**config.mk**
```make
export PLATFORM = sky130hd
export DESIGN_NAME = smie_ctrl
export DESIGN_NICKNAME = d
export VERILOG_FILES = /design/src/hdl/smie_pkg.sv /design/src/hdl/smie_ctrl.sv
export SDC_FILE = /design/constraint.sdc
export NUM_CORES = 1
export LEC_CHECK = 0
export BUFFER_PORTS_ARGS = -buffer_cell sky130_fd_sc_hd__buf_2
export CORE_MARGIN = 3
export CORE_UTILIZATION = 40
export DETAILED_ROUTE_END_ITERATION = 12
export PLACE_DENSITY_LB_ADDON = 0.25
export SLEW_MARGIN = 5
export SYNTH_ARGS = -nofsm -noshare
export SYNTH_HDL_FRONTEND = slang
export SYNTH_SLANG_ARGS = --single-unit
```
**constraint.sdc**
```tcl
create_clock -name aclk -period 1.4 [get_ports aclk]
set_input_delay 0.07 -clock aclk [delete_from_list [all_inputs] [get_ports aclk]]
set_output_delay 0.07 -clock aclk [all_outputs]
set_load 0.02 [all_outputs]
```
**src/hdl/smie_pkg.sv**
```systemverilog
package smie_pkg;

    // sizes
    localparam int DATA_DEPTH_DEF = 1024;
    localparam int REG_COUNT_DEF  = 4;
    localparam int PROG_DEPTH     = 1024;
    localparam int PROG_AW        = $clog2(PROG_DEPTH);
    localparam int ADDR_W         = 10;
    localparam int WORD_W         = 32;
    localparam int IN_TDATA_W     = 128;
    localparam int OUT_TDATA_W    = 48;

    // instruction set
    typedef enum logic [3:0] {
        OP_ADD     = 4'd0,
        OP_MUL     = 4'd1,
        OP_SUB     = 4'd2,
        OP_DIV     = 4'd3,
        OP_COPY    = 4'd4,
        OP_LOAD    = 4'd5,
        OP_JMP     = 4'd6,
        OP_JMF     = 4'd7,
        OP_LESS    = 4'd8,
        OP_GREATER = 4'd9,
        OP_EQUAL   = 4'd10,
        OP_PRINT   = 4'd11,
        OP_PUSH    = 4'd12,
        OP_POP     = 4'd13,
        OP_CALL    = 4'd14,
        OP_RET     = 4'd15
    } opcode_t;

    // operand addressing modes
    typedef enum logic [1:0] {
        MODE_IMM = 2'd0,
        MODE_ABS = 2'd1,
        MODE_REL = 2'd2,
        MODE_REG = 2'd3
    } mode_t;

    typedef enum logic [1:0] {
        FAULT_NONE     = 2'd0,
        FAULT_IMM_DEST = 2'd1,
        FAULT_DIV_ZERO = 2'd2,
        FAULT_RANGE    = 2'd3
    } fault_t;

    // one operand, mode in the lowest bits
    typedef struct packed {
        logic [WORD_W-1:0] num;
        logic [1:0]        reg_idx;
        mode_t             mode;
    } operand_t;

    // input item, opcode in the lowest bits
    typedef struct packed {
        operand_t          c;
        operand_t          b;
        operand_t          a;
        logic [ADDR_W-1:0] addr;
        opcode_t           opcode;
    } instr_t;

    // result item, next address in the lowest bits
    typedef struct packed {
        fault_t            fault;
        logic [WORD_W-1:0] print_value;
        logic              print_valid;
        logic [ADDR_W-1:0] next_addr;
    } result_t;

    typedef enum logic [4:0] {
        ST_CLEAR,
        ST_IDLE,
        ST_DST_A,
        ST_SRC_A,
        ST_SRC_B,
        ST_SRC_C,
        ST_EXEC,
        ST_DIV,
        ST_WB,
        ST_PUSH,
        ST_POP_RD,
        ST_POP_WB,
        ST_SP_INC,
        ST_RET0,
        ST_RET1,
        ST_RET2,
        ST_FIN
    } state_t;

    // datapath commands
    typedef enum logic [4:0] {
        CMD_NONE,
        CMD_CLEAR,
        CMD_CAPTURE,
        CMD_DST_A,
        CMD_SRC_A,
        CMD_SRC_B,
        CMD_SRC_C,
        CMD_EXEC,
        CMD_WB,
        CMD_PUSH,
        CMD_POP_RD,
        CMD_POP_WB,
        CMD_SP_INC,
        CMD_RET0,
        CMD_RET1,
        CMD_RET2,
        CMD_FIN
    } dp_cmd_t;

    typedef enum logic [1:0] {
        TGT_A,
        TGT_B,
        TGT_C
    } tgt_t;

    typedef struct packed {
        opcode_t opcode;
        fault_t  fault;
        logic    clr_last;
        logic    div_done;
        logic    out_free;
    } dp_status_t;

    // arithmetic, compare and move operations
    function automatic logic is_alu(input opcode_t op);
        return (op == OP_ADD) || (op == OP_MUL) || (op == OP_SUB) || (op == OP_DIV) ||
               (op == OP_COPY) || (op == OP_LOAD) || (op == OP_LESS) ||
               (op == OP_GREATER) || (op == OP_EQUAL);
    endfunction

endpackage

```
**src/hdl/smie_ctrl.sv**
```systemverilog
module smie_ctrl (
    input  logic                 aclk,
    input  logic                 aresetn,
    input  logic                 s_valid,
    input  smie_pkg::opcode_t    in_opcode,
    output logic                 s_ready,
    input  smie_pkg::dp_status_t status,
    output smie_pkg::dp_cmd_t    cmd
);

    smie_pkg::state_t state_reg, state_next;
    logic             faulted;

    assign faulted = status.fault != smie_pkg::FAULT_NONE;

    // next state
    always_comb begin
        state_next = state_reg;
        case (state_reg)
            smie_pkg::ST_CLEAR: begin
                if (status.clr_last) state_next = smie_pkg::ST_IDLE;
            end
            smie_pkg::ST_IDLE: begin
                if (s_valid) begin
                    if (smie_pkg::is_alu(in_opcode) || (in_opcode == smie_pkg::OP_POP)) begin
                        state_next = smie_pkg::ST_DST_A;
                    end else if (in_opcode == smie_pkg::OP_JMP) begin
                        state_next = smie_pkg::ST_FIN;
                    end else if (in_opcode == smie_pkg::OP_CALL) begin
                        state_next = smie_pkg::ST_PUSH;
                    end else if (in_opcode == smie_pkg::OP_RET) begin
                        state_next = smie_pkg::ST_RET0;
                    end else begin
                        state_next = smie_pkg::ST_SRC_A;
                    end
                end
            end
            smie_pkg::ST_DST_A: begin
                if (faulted) begin
                    state_next = smie_pkg::ST_FIN;
                end else if (status.opcode == smie_pkg::OP_POP) begin
                    state_next = smie_pkg::ST_POP_RD;
                end else begin
                    state_next = smie_pkg::ST_SRC_B;
                end
            end
            smie_pkg::ST_SRC_A: begin
                if (!faulted && (status.opcode == smie_pkg::OP_PUSH)) begin
                    state_next = smie_pkg::ST_PUSH;
                end else begin
                    state_next = smie_pkg::ST_FIN;
                end
            end
            smie_pkg::ST_SRC_B: begin
                if (faulted) begin
                    state_next = smie_pkg::ST_FIN;
                end else if ((status.opcode == smie_pkg::OP_COPY) ||
                             (status.opcode == smie_pkg::OP_LOAD)) begin
                    state_next = smie_pkg::ST_EXEC;
                end else begin
                    state_next = smie_pkg::ST_SRC_C;
                end
            end
            smie_pkg::ST_SRC_C: begin
                state_next = faulted ? smie_pkg::ST_FIN : smie_pkg::ST_EXEC;
            end
            smie_pkg::ST_EXEC: begin
                if (faulted) begin
                    state_next = smie_pkg::ST_FIN;
                end else if (status.opcode == smie_pkg::OP_DIV) begin
                    state_next = smie_pkg::ST_DIV;
                end else begin
                    state_next = smie_pkg::ST_WB;
                end
            end
            smie_pkg::ST_DIV: begin
                if (status.div_done) state_next = smie_pkg::ST_WB;
            end
            smie_pkg::ST_WB:     state_next = smie_pkg::ST_FIN;
            smie_pkg::ST_PUSH:   state_next = smie_pkg::ST_FIN;
            smie_pkg::ST_POP_RD: begin
                state_next = faulted ? smie_pkg::ST_FIN : smie_pkg::ST_POP_WB;
            end
            smie_pkg::ST_POP_WB: state_next = smie_pkg::ST_SP_INC;
            smie_pkg::ST_SP_INC: state_next = smie_pkg::ST_FIN;
            smie_pkg::ST_RET0: begin
                state_next = faulted ? smie_pkg::ST_FIN : smie_pkg::ST_RET1;
            end
            smie_pkg::ST_RET1:   state_next = smie_pkg::ST_RET2;
            smie_pkg::ST_RET2:   state_next = smie_pkg::ST_FIN;
            smie_pkg::ST_FIN: begin
                if (status.out_free) state_next = smie_pkg::ST_IDLE;
            end
            default: state_next = smie_pkg::ST_IDLE;
        endcase
    end

    // commands to the datapath
    always_comb begin
        s_ready = 1'b0;
        cmd     = smie_pkg::CMD_NONE;
        case (state_reg)
            smie_pkg::ST_CLEAR:  cmd = smie_pkg::CMD_CLEAR;
            smie_pkg::ST_IDLE: begin
                s_ready = 1'b1;
                if (s_valid) cmd = smie_pkg::CMD_CAPTURE;
            end
            smie_pkg::ST_DST_A:  cmd = smie_pkg::CMD_DST_A;
            smie_pkg::ST_SRC_A:  cmd = smie_pkg::CMD_SRC_A;
            smie_pkg::ST_SRC_B:  cmd = smie_pkg::CMD_SRC_B;
            smie_pkg::ST_SRC_C:  cmd = smie_pkg::CMD_SRC_C;
            smie_pkg::ST_EXEC:   cmd = smie_pkg::CMD_EXEC;
            smie_pkg::ST_WB:     cmd = smie_pkg::CMD_WB;
            smie_pkg::ST_PUSH:   cmd = smie_pkg::CMD_PUSH;
            smie_pkg::ST_POP_RD: cmd = smie_pkg::CMD_POP_RD;
            smie_pkg::ST_POP_WB: cmd = smie_pkg::CMD_POP_WB;
            smie_pkg::ST_SP_INC: cmd = smie_pkg::CMD_SP_INC;
            smie_pkg::ST_RET0:   cmd = smie_pkg::CMD_RET0;
            smie_pkg::ST_RET1:   cmd = smie_pkg::CMD_RET1;
            smie_pkg::ST_RET2:   cmd = smie_pkg::CMD_RET2;
            smie_pkg::ST_FIN: begin
                if (status.out_free) cmd = smie_pkg::CMD_FIN;
            end
            default: cmd = smie_pkg::CMD_NONE;
        endcase
    end

    always_ff @(posedge aclk) begin
        if (!aresetn) begin
            state_reg <= smie_pkg::ST_CLEAR;
        end else begin
            state_reg <= state_next;
        end
    end

endmodule
```
Word level (Yosys, flattened, before mapping)
Cells that the tools add are included.
Word-level totals
  output and inout port bits: 6
  flip-flop bits (word level): 5
Operators by class
  reduce and logical (&&, ||, !) cells: 17
  equality and inequality tests: 37
  multiplexer cells: 23
Operators with widths (count)
  5-bit one-hot mux with 16 select lines: 1
  5-bit two-way mux: 14
  5-bit one-hot mux with 14 select lines: 1
  5-bit by 4-bit equality test with 1-bit output (second input constant): 8
  4-bit equality test (second input constant): 8
  4-bit by 3-bit equality test with 1-bit output (second input constant): 5
  5-bit by 3-bit equality test with 1-bit output (second input constant): 4
  4-bit two-way mux: 4
  4-bit by 2-bit equality test with 1-bit output (second input constant): 3
  5-bit by 2-bit equality test with 1-bit output (second input constant): 2
  1-bit logical OR: 10
  2-bit != test (second input constant): 4
  5-bit by 1-bit equality test with 1-bit output (second input constant): 1
  5-bit equality test (second input constant): 1
  5-bit zero test: 1
  4-bit by 1-bit equality test with 1-bit output (second input constant): 1
  4-bit zero test: 1
  2-bit two-way mux: 2
  4-bit AND reduction: 1
  4-bit OR reduction: 1
  2-bit nonzero test: 1
  1-bit logical AND: 1
  1-bit zero test: 1
  1-bit two-way mux: 1

Depth between registers and ports, before layout
Gate-level depths: netlist (run 1).
  word-level depth: 13
  mapped depth: 6
  depth with buffers taken out: 4

Least setup slack after synthesis (run 1)
No wires, ideal clock.
  path kind: reg2reg
  from: register state_reg[2]
  to: register state_reg[1]
  buffers on the path: 2
  slack: -177 ps
  data required time: 1326 ps
  arrival: 1502 ps
  cell stages (with the launch flop): 7
  library setup time: 74 ps
  cell sequence: dfxtp_1 > buf_6 > or3_1 > buf_2 > nor2_1 > a22oi_1 > a31oi_1
Between the ends
  word-level cells in the longest chain between the ends: 3
  elaborated cells on any way between the ends: 24
  classes of those cells: 20 x eq/ne; 1 x mux; 3 x reduce/logical
Ends and longest elaborated chain
  start, declared: line smie_ctrl.sv:11  | smie_pkg::state_t state_reg, state_next;
  start signal, assigned: line smie_ctrl.sv:130  | state_reg <= smie_pkg::ST_CLEAR;
  start signal, assigned: line smie_ctrl.sv:132  | state_reg <= state_next;
  5-bit by 4-bit equality test with 1-bit output, or another cell as far along: line smie_ctrl.sv:19  | case (state_reg)
  4-bit OR reduction (no line) or 2-bit != test (tied branches)
  5-bit one-hot mux with 14 select lines or 4-bit AND reduction (tied branches)
Parallel ways exist; a longest one is shown, timed or not.
A chain may end at the register's enable or synchronous reset.

Final worst setup path (run 1)
  from: register state_reg[1]
  to: output port cmd[2]
Between the ends
  word-level cells in the longest chain between the ends: 2
  elaborated cells on any way between the ends: 17
  classes of those cells: 15 x eq/ne; 1 x mux; 1 x reduce/logical
Ends and longest elaborated chain
  5-bit equality test, or another cell as far along: line smie_ctrl.sv:102  | case (state_reg)
  5-bit one-hot mux with 16 select lines (*): line smie_ctrl.sv:102
  end, declared: line smie_ctrl.sv:8  | output smie_pkg::dp_cmd_t cmd
Every way passes the cells marked *; elsewhere a longest branch is shown, timed or not.

==> metrics, run 1 <==
Die ar. 2590 um2; Worst Max-Slew Pin Slew 0.429 ns; CP startpoint state_reg[1]; FILL cells 142; Seq/Total Area, Yosys 0.124; drt first-iter violations 42; Internal 355 uW; core box area 1820 um2; Critical path buffers and inverters 3; commonest non-fill, non-tap cell in the layout buf_4; pin count of the biggest net entering global routing 16; Fin. Hold Viols 0; hold worst-path end state_reg[0]; Max-Cap Viols 0; post-detailed-routing wire length 2.74 mm; syn nets 126; via count 1059; top-level I/O count 22; Fmax 655 MHz; VDD IR max 0.229 mV; Reg2Reg Depth 5; initial core utilization 0.443; HPWL after DPL 2.05 mm; crit path DAT 1.46 ns; Worst path most repeated cell buf_4; ratio of cells with drive above 1 in the final layout 0.484; final setup vio count 8; commonest non-fill, non-tap cells in the layout 25 x buf_4, 17 x buf_2, 9 x nand2_1; CTS tree yes; PortBufs 21; average size of a mapped cell 7.33 um2; Clock Tree Root clkbuf_4; first-pass GRT wire length 4.61 mm; GR Overflow Total 0; post-route ant nets 0; Psw 187 uW; CP delay by family, top buffers and inverters; Worst R2R Setup Slack -0.11 ns; clk_lat worst skew 0.25 ns; clock buffer depth 2; worst hold start aresetn; Die Span Y 50.9 um; Syn-to-layout area delta 53.7%; CP required 1.33 ns; gpl congestion 0.949; WL per Instance 15.4 um; DR vias/cell 5.95; n_diodes 0; placed cells 169; initial antenna violation count 0; Hold Path Depth 2; leakage power 0.494 nW; Mapped Area 806 um2; die width 50.9 um; DRT Pass-1 Iters 4; Worst Skew 0.00380 ns; Slew headroom 0.710; Crit-path slowest cell dfxtp_4; Yosys cell types 48; power density cells 437 nW/um2; min Tclk post-route 1.53 ns; row count 15; Pins Over Slew Limit 0; combinational power share 0.401; CTS Buf Count 3; GRT Overall Usage 0.233; vias in the first global route 990; worst-path maximum fanout 8; # DRC 0; flop and latch count out of synthesis 5; nets 170; crit path kind reg -> out; Synth Instances 110; Switching Share 0.345; Worst Slack Setup Final -0.127 ns; CP peak stage delay 0.38 ns; max FFs per register 5; status finished, violations left; clock share of power 0.320; Reg2Reg Launch Point state_reg[1]; Post-synth EDFFs 0; CTS Sinks 5; Worst Hold Class in -> reg; period utilization 1.09; unrepaired setup endpoints after global routing true; Most used DFF post-synth dfxtp_1; fin cells 178; reg2reg end state_reg[1]; final hold slack 0.0769 ns; Layout Utilization 0.680; clock-pin slew on the worst setup and hold paths 0.05 ns; Seq pwr share 0.279; CP endpoint kind primary output; crit-path cells buf_4 -> and2_4 -> buf_4 -> nand2_1 -> a21oi_1 -> buf_4; type of origin of the critical path flip-flop; violated checks negative setup slack; Synth Warn # 0; share of synthesized registers carrying an async set or reset 0; CTS H-tree depth 1
## how the worst max path moves through the flow
stage / slack (ns) / to / cells after the start
floorplan: -0.06 / state_reg[1] / 6
global placement: -0.10 / state_reg[0] / 5
detailed placement: -0.14 / state_reg[0] / 5
CTS: -0.11 / cmd[4] / 4
global route: -0.18 / state_reg[1] / 4
finish: -0.13 / cmd[2] / 6
## layout make-up
class / count / area [um2] / share of cell area
repair buffers: 48 / 340 / 0.275
inverters: 4 / 15.0 / 0.0121
clock buffers: 4 / 26.3 / 0.0212
multi-input cells: 92 / 711 / 0.574
flip-flops and latches: 5 / 115 / 0.0929
well taps: 25 / 31.3 / 0.0253
## synthesized netlist by cell type (all sizes together), types with 3 or more instances
master / count / area share
dfxtp: 5 / 0.12
inv: 4 / 0.019
clkbuf: 3 / 0.014
buf: 6 / 0.053
a31oi: 5 / 0.039
a211oi: 3 / 0.028
nor4: 6 / 0.062
nor2b: 3 / 0.026
o21ai: 5 / 0.031
nand2: 9 / 0.042
a21oi: 5 / 0.031
nor2: 9 / 0.042
nand2b: 5 / 0.039
## power by group through the flow
stage | combinational, mW | clock (mW) | sequential (mW)
final | 0.217 | 0.173 | 0.151
after global routing | 0.235 | 0.188 | 0.153
after CTS | 0.200 | 0.178 | 0.152
after detailed placement | 0.177 | 0 | 0.157
after global placement | 0.174 | 0 | 0.157
after floorplan | 0.0948 | 0 | 0.154
## metal layers
metal / part of all wire / global-route usage / vias up / routed length, um
li1: - / - / 522 / -
met1: 0.43 / 0.299 / 493 / 1180
met2: 0.51 / 0.398 / 40 / 1390
met3: 0.052 / 0.0233 / 4 / 144
met4: 0.010 / 0.0897 / 0 / 28
met5: 0 / 0 / - / 0
## cells by family after synthesis
group           share of synthesized area
flops                               0.124
compound gates                      0.279
mux                                0.0248
xor+xnor                           0.0109
simple gates                        0.475
buf+inv                            0.0854
## per-stage QoR
step	TNS, ns	cell area (um2)	total power [mW]	worst slack (ns)
floorplan	-0.0624	811	0.249	-0.0624
global placement	-0.392	1060	0.331	-0.102
detailed placement	-0.519	1060	0.334	-0.143
CTS	-0.555	1180	0.531	-0.114
global route	-1.16	1240	0.577	-0.177
finish	-0.684	1240	0.542	-0.127
## what timing repair did
action	CTS	global route
pin swaps	10	4
setup buffers	2	4
setup endpoints to repair	9	9
hold buffers	0	0
gates cloned	0	0
gates resized for setup	26	7
Note: power is estimated with default switching activity, not from simulation.
==> run 2, diff against run 1 <==
--- a/config.mk
+++ b/config.mk
@@ -10,6 +10,7 @@
 export CORE_UTILIZATION = 40
 export DETAILED_ROUTE_END_ITERATION = 12
 export PLACE_DENSITY_LB_ADDON = 0.25
+export SKIP_CTS_REPAIR_TIMING = 1
 export SLEW_MARGIN = 5
 export SYNTH_ARGS = -nofsm -noshare
 export SYNTH_HDL_FRONTEND = slang
==> metrics, run 2 (synthesized netlist as in run 1, its figures left out) <==
top routing layer in use met4; Clock Tree Root clkbuf_4; pre-CTS worst setup slack -0.143 ns; initial core utilization 0.443; crit path DAT 1.45 ns; clk_lat worst skew 0.25 ns; Syn-to-layout area delta 57.3%; clock share of power 0.316; top-level I/O count 22; gpl congestion 0.949; vias in the first global route 973; commonest non-fill, non-tap cell in the layout buf_4; Psw 190 uW; ratio of cells with drive above 1 in the final layout 0.507; type of origin of the critical path flip-flop; Worst Max-Slew Pin Slew 0.414 ns; met2 wire length 1.52 mm; Worst Hold Class in -> reg; Post-DP Area 1060 um2; worst-path maximum fanout 5; unrepaired setup endpoints after global routing true; pin count of the biggest net entering global routing 16; Worst Slack Setup Final -0.120 ns; die width 50.9 um; violated checks negative setup slack; CP endpoint kind primary output; FILL cells 141; Die ar. 2590 um2; clock buffer depth 2; DR vias/cell 6.13; HPWL after DPL 2.05 mm; CTS H-tree depth 1; min Tclk post-route 1.52 ns; post-detailed-routing wire length 2.89 mm; crit path kind reg -> out; final setup vio count 9; GRT Overall Usage 0.221; power density cells 431 nW/um2; VDD IR max 0.241 mV; status finished, violations left; CTS Sinks 5; Max-Cap Viols 0; Pins Over Slew Limit 0; placed cells 169; clock-pin slew on the worst setup and hold paths 0.04 ns; Metal-1 WL 1.22 mm; Seq pwr share 0.282; WL per Instance 16.3 um; commonest non-fill, non-tap cells in the layout 22 x buf_4, 17 x buf_2, 9 x nand2_1; Internal 355 uW; CTS Buf Count 3; nets 169; max FFs per register 5; CP required 1.33 ns; Final Cell Area 1270 um2; row count 15; combinational power share 0.402; leakage power 0.484 nW; Fin. Hold Viols 0; DRT Pass-1 Iters 4; first-pass GRT wire length 4.40 mm; Worst Skew 0.00181 ns; Switching Share 0.349; # DRC 0; core box area 1820 um2; GR Overflow Total 0; DR WL met3 143 um; Slew headroom 0.720; post-route ant nets 0; initial antenna violation count 0; Layout Utilization 0.696; fin cells 177; Die Span Y 50.9 um; period utilization 1.09; drt first-iter violations 31; CTS tree yes; via count 1085; n_diodes 0; Fmax 658 MHz; PortBufs 21
==> run 2: layout make-up <==
type                            count  area [um2]  share of cell area
Timing Repair Buffer               47         340               0.269
Inverter                            4        15.0              0.0118
Clock buffer                        4        26.3              0.0207
Multi-Input combinational cell     92         743               0.586
Tap cell                           25        31.3              0.0247
Sequential cell                     5         111              0.0879
==> run 2: power groups by stage <==
stage	Clock [mW]	Sequential (mW)	Combinational, mW
final	0.173	0.154	0.219
after global routing	0.185	0.155	0.238
after CTS	0.179	0.155	0.178
after detailed placement	0	0.157	0.177
after global placement	0	0.157	0.174
after floorplan	0	0.154	0.0948
==> run 2: per-layer routing <==
layer | global-route usage | up-vias
li1 | - | 520
met1 | 0.286 | 508
met2 | 0.380 | 55
met3 | 0.0175 | 2
met4 | 0.0807 | 0
met5 | 0 | -
==> run 2: final timing paths <==
path                                    from      endpoint  slack [ns]  cells after the start
worst min register to register  state_reg[1]  state_reg[1]        0.81                      4
worst max register to register  state_reg[1]  state_reg[1]       -0.11                      5
worst max-delay path            state_reg[3]        cmd[4]       -0.12                      4
worst min-delay path                 aresetn  state_reg[0]        0.08                      2
==> run 2: per-stage QoR <==
step	hold WS [ns]	total power, mW	setup TNS, ns
CTS	0.0808	0.511	-1.49
detailed placement	0.346	0.334	-0.519
global route	0.0893	0.577	-1.11
floorplan	0.189	0.249	-0.0624
finish	0.0829	0.546	-0.688
global placement	0.342	0.331	-0.392
==> run 2: worst max-delay path: stages, from the launching register on <==
cell and delay (ns):
dfxtp_4 0.36, or3_4 0.43, nor2_4 0.13, and3_4 0.18, buf_6 0.11
